===== src/rtl/core/twdq_ram.sv =====
module twdq_ram #(
	parameter int DEPTH = 64,
	parameter int WIDTH = 8,
	localparam int AW = $clog2(DEPTH)
) (
	input  logic             clk,
	input  logic             we,
	input  logic [AW-1:0]    waddr,
	input  logic [WIDTH-1:0] wdata,
	input  logic             re,
	input  logic [AW-1:0]    raddr,
	output logic [WIDTH-1:0] rdata
);

	logic [WIDTH-1:0] mem [DEPTH];

	always_ff @(posedge clk) begin
		if (we) begin
			mem[waddr] <= wdata;
		end
		if (re) begin
			rdata <= mem[raddr];
		end
	end

endmodule


===== config.mk =====
export PLATFORM = sky130hd
export DESIGN_NAME = twdq_ram
export DESIGN_NICKNAME = d
export VERILOG_FILES = /design/src/rtl/core/twdq_ram.sv
export SDC_FILE = /design/constraint.sdc
export NUM_CORES = 1
export LEC_CHECK = 0
export BUFFER_PORTS_ARGS = -buffer_cell sky130_fd_sc_hd__buf_4
export CORE_UTILIZATION = 28
export DETAILED_ROUTE_END_ITERATION = 8
export PLACE_DENSITY = 0.51
export SYNTH_ARGS = -nofsm -noshare
export SYNTH_HDL_FRONTEND = slang
export SYNTH_SLANG_ARGS = --single-unit

===== constraint.sdc =====
create_clock -name clk -period 2.9 [get_ports clk]
set_input_delay 0.58 -clock clk [delete_from_list [all_inputs] [get_ports clk]]
set_output_delay 0.58 -clock clk [all_outputs]
set_load 0.1 [all_outputs]

==> results by group <==
Global routing
  • GRT Total Usage: 0.1335
  • Initial antenna violation count: 2
  • Number of global-route vias before repair: about 10000
  • Grt met2 use: 0.2133
  • Met3 GRT Util: 0.02609
  • Gr busiest metal: met2
  • Met1 Usage GRT: 0.1819
  • First-pass GRT wire length: approximately 70000 um
  • Largest net degree at the start of global routing: 65
  • Total grt overflow: 0

Yosys
  • Mapped Nets: 963
  • Ys Warns: 0
  • Mapped Area: ~20000 um^2
  • Number of synthesized register bits: 520
  • Post-synth cell types: 39
  • Syn Inst Count: 940
  • Dominant synthesized flop cell: edfxtp_1
  • Post-Syn Area per Cell: around 22 um^2
  • Async S/R FF share, synth: 0
  • EDFF count, synth: 520
  • Sequential share of the synthesized area: 0.7712

Critical path
  • CP required: ~3.2 ns
  • CP Capture Type: flip-flop
  • WP data arrival: around 2.7 ns
  • Crit Path Class: in -> reg
  • Startpoint Class: primary input
  • Worst Path Max Fanout: 20

Detailed routing
  • 1st-iter DRT viols: 670
  • Average wire per standard cell: 23.42 um
  • Vias per cell: between 4 and 5
  • First-pass DRT Iterations: 5
  • DRC Markers: 0
  • Routed Antenna Nets: 0
  • Final WL: ~49000 um
  • Vias: between 9000 and 10000

Power and ir drop
  • Clock network power share: 0.411
  • Pint: between 10 and 15 mW
  • Comb pwr share: 0.057
  • Switching power: about 3.4 mW
  • Tot Pwr: 15.74 mW
  • Switching share of power: 0.2145
  • Sequential share of power: 0.531
  • P_leak: about 7.5 nW
  • Pwr dens: approximately 660 nW/um^2
  • Maximum vdd ir drop: 0.0004124 V

Floorplanning
  • Die ar.: approximately 73000 um^2
  • I/O Pins: 31
  • Starting density of the core: 0.2832
  • Num rows: between 90 and 100
  • Die Y: 270.9 um
  • Core ar.: slightly above 70000 um^2
  • Die Wd: about 270 um

Placement
  • IO Port Bufs: 30
  • Post-DP HPWL: between 30000 and 40000 um
  • Placement Setup Slack: -0.03460 ns
  • GPL Wtd Cong: ~0.78

Final layout
  • Share of cells above drive strength 1: 0.3111
  • Final core utilization: 0.3342
  • Syn-to-layout area delta: 18.01%
  • Final #Nets: 1103
  • Commonest cells after routing, fill and taps aside: 520 x edfxtp_1, 127 x buf_4, 126 x mux4_2
  • N_diodes: 0
  • Filler instances: approximately 6700
  • Commonest non-fill, non-tap cell in the layout: edfxtp_1

Run status
  • Outcome: finished, final reports clean

Timing
  • Post-route minimum period: ~2.3 ns
  • Pin slew with the least headroom to its limit: ~0.78 ns
  • Final hold vios: 0
  • Max Clock Freq: 429.0 MHz
  • RSZ-0062 raised after global routing: false
  • Final setup vio count: 0
  • Final Skew: 0.01608 ns
  • WHS: 0.3565 ns
  • Crit share post-route: 0.8038
  • Final worst setup slack: between 0.5 and 0.6 ns
  • Normalized max-slew margin: 0.4826
  • Slew Viols, Final: 0

Clocking
  • Hold-fix buffers, CTS: 0
  • CTS resizes: 0
  • Post-CTS setup buffers: 0
  • CTS tree: done
  • Max Root-Sink Buffers: 3
  • H-tree lvl count: 2
  • CTS root buffer: clkbuf_16
  • TritonCTS Buffers: 52
  • CTS clk-pin slew, worst paths: 0.06 ns
  • Clock sinks: between 500 and 600
  • Worst skew pair latency: ~0.60 ns

Flow run
  • Max Cap Viol: 0

Min path
  • Worst Hold Class: in -> reg
-- stage by stage --
step / std cells / setup TNS [ns] / cell area (um^2)
2_1_floorplan: 940 / 0 / 20250
3_3_place_gp: 1976 / -0.09337 / 22270
3_5_place_dp: 1976 / -0.04459 / 22270
4_1_cts: 2072 / 0 / 23890
5_1_grt: 2072 / 0 / 23890
6_report: 2072 / 0 / 23890
-- power by group through the flow --
stage / Combinational [mW] / Sequential [mW] / Clock (mW)
finish: 0.900 / 8.36 / 6.47
global route: 0.962 / 8.36 / 6.94
CTS: 0.924 / 8.36 / 6.65
detailed placement: 0.923 / 8.52 / 0
global placement: 0.913 / 8.52 / 0
floorplan: 0.444 / 8.58 / 0
-- logic make-up after synthesis --
group / synth area share
multiplexers: 0.1588
flip-flops: 0.7712
AND/OR/NAND/NOR: 0.03374
buffers and inverters: 0.01563
AO/OA/AOI/OAI: 0.02064
-- Yosys cell counts, drive strengths merged (8+ instances only) --
| library cell | count | area [um^2] |
|---|---|---|
| o221ai | 8 | 70.07 |
| mux2 | 13 | 146.4 |
| mux2i | 23 | 230.2 |
| nand2 | 19 | 71.32 |
| nor2 | 83 | 311.6 |
| clkbuf | 17 | 63.81 |
| buf | 34 | 252.7 |
| nand3 | 13 | 65.06 |
| mux4 | 126 | 2838 |
| edfxtp | 520 | 15610 |
| nor2b | 14 | 87.58 |
| o22ai | 8 | 50.05 |
-- final timing paths --
kind / cells after the start / slack [ns] / start / end
max: 8 / 0.57 / raddr[0] / rdata[6]
min: 1 / 0.36 / re / rdata[7]
max reg2reg: 5 / 0.63 / mem[20][6] / rdata[6]
min reg2reg: 4 / 0.95 / mem[22][1] / rdata[1]
-- flip-flops by register name (all words and copies together), names as in the netlist --
signal,count
mem,512
rdata,8
-- area by class of cell --
class	instances	area (um^2)	share of cell area
clock inverter	34	266.5	0.01115
multi-input combinational	369	4315	0.1806
sequential	520	15620	0.6535
clock buffer	62	1360	0.05692
timing repair buffer	137	1147	0.04802
tap	950	1189	0.04975
-- routing by layer --
metal	up-vias	part of all wire
li1	4215	-
met1	5204	0.45
met2	217	0.48
met3	73	0.046
met4	2	0.028
met5	-	0.00027
-- worst max-delay path, cell delays in order --
cell and delay, ns:
clkbuf_8 0.30, buf_12 0.25, mux4_2 0.54, nor2_1 0.15, nor4_1 0.10, buf_4 0.15, nor3_1 0.39, o32ai_1 0.16
No activity file was read; power rests on OpenSTA's default activity.
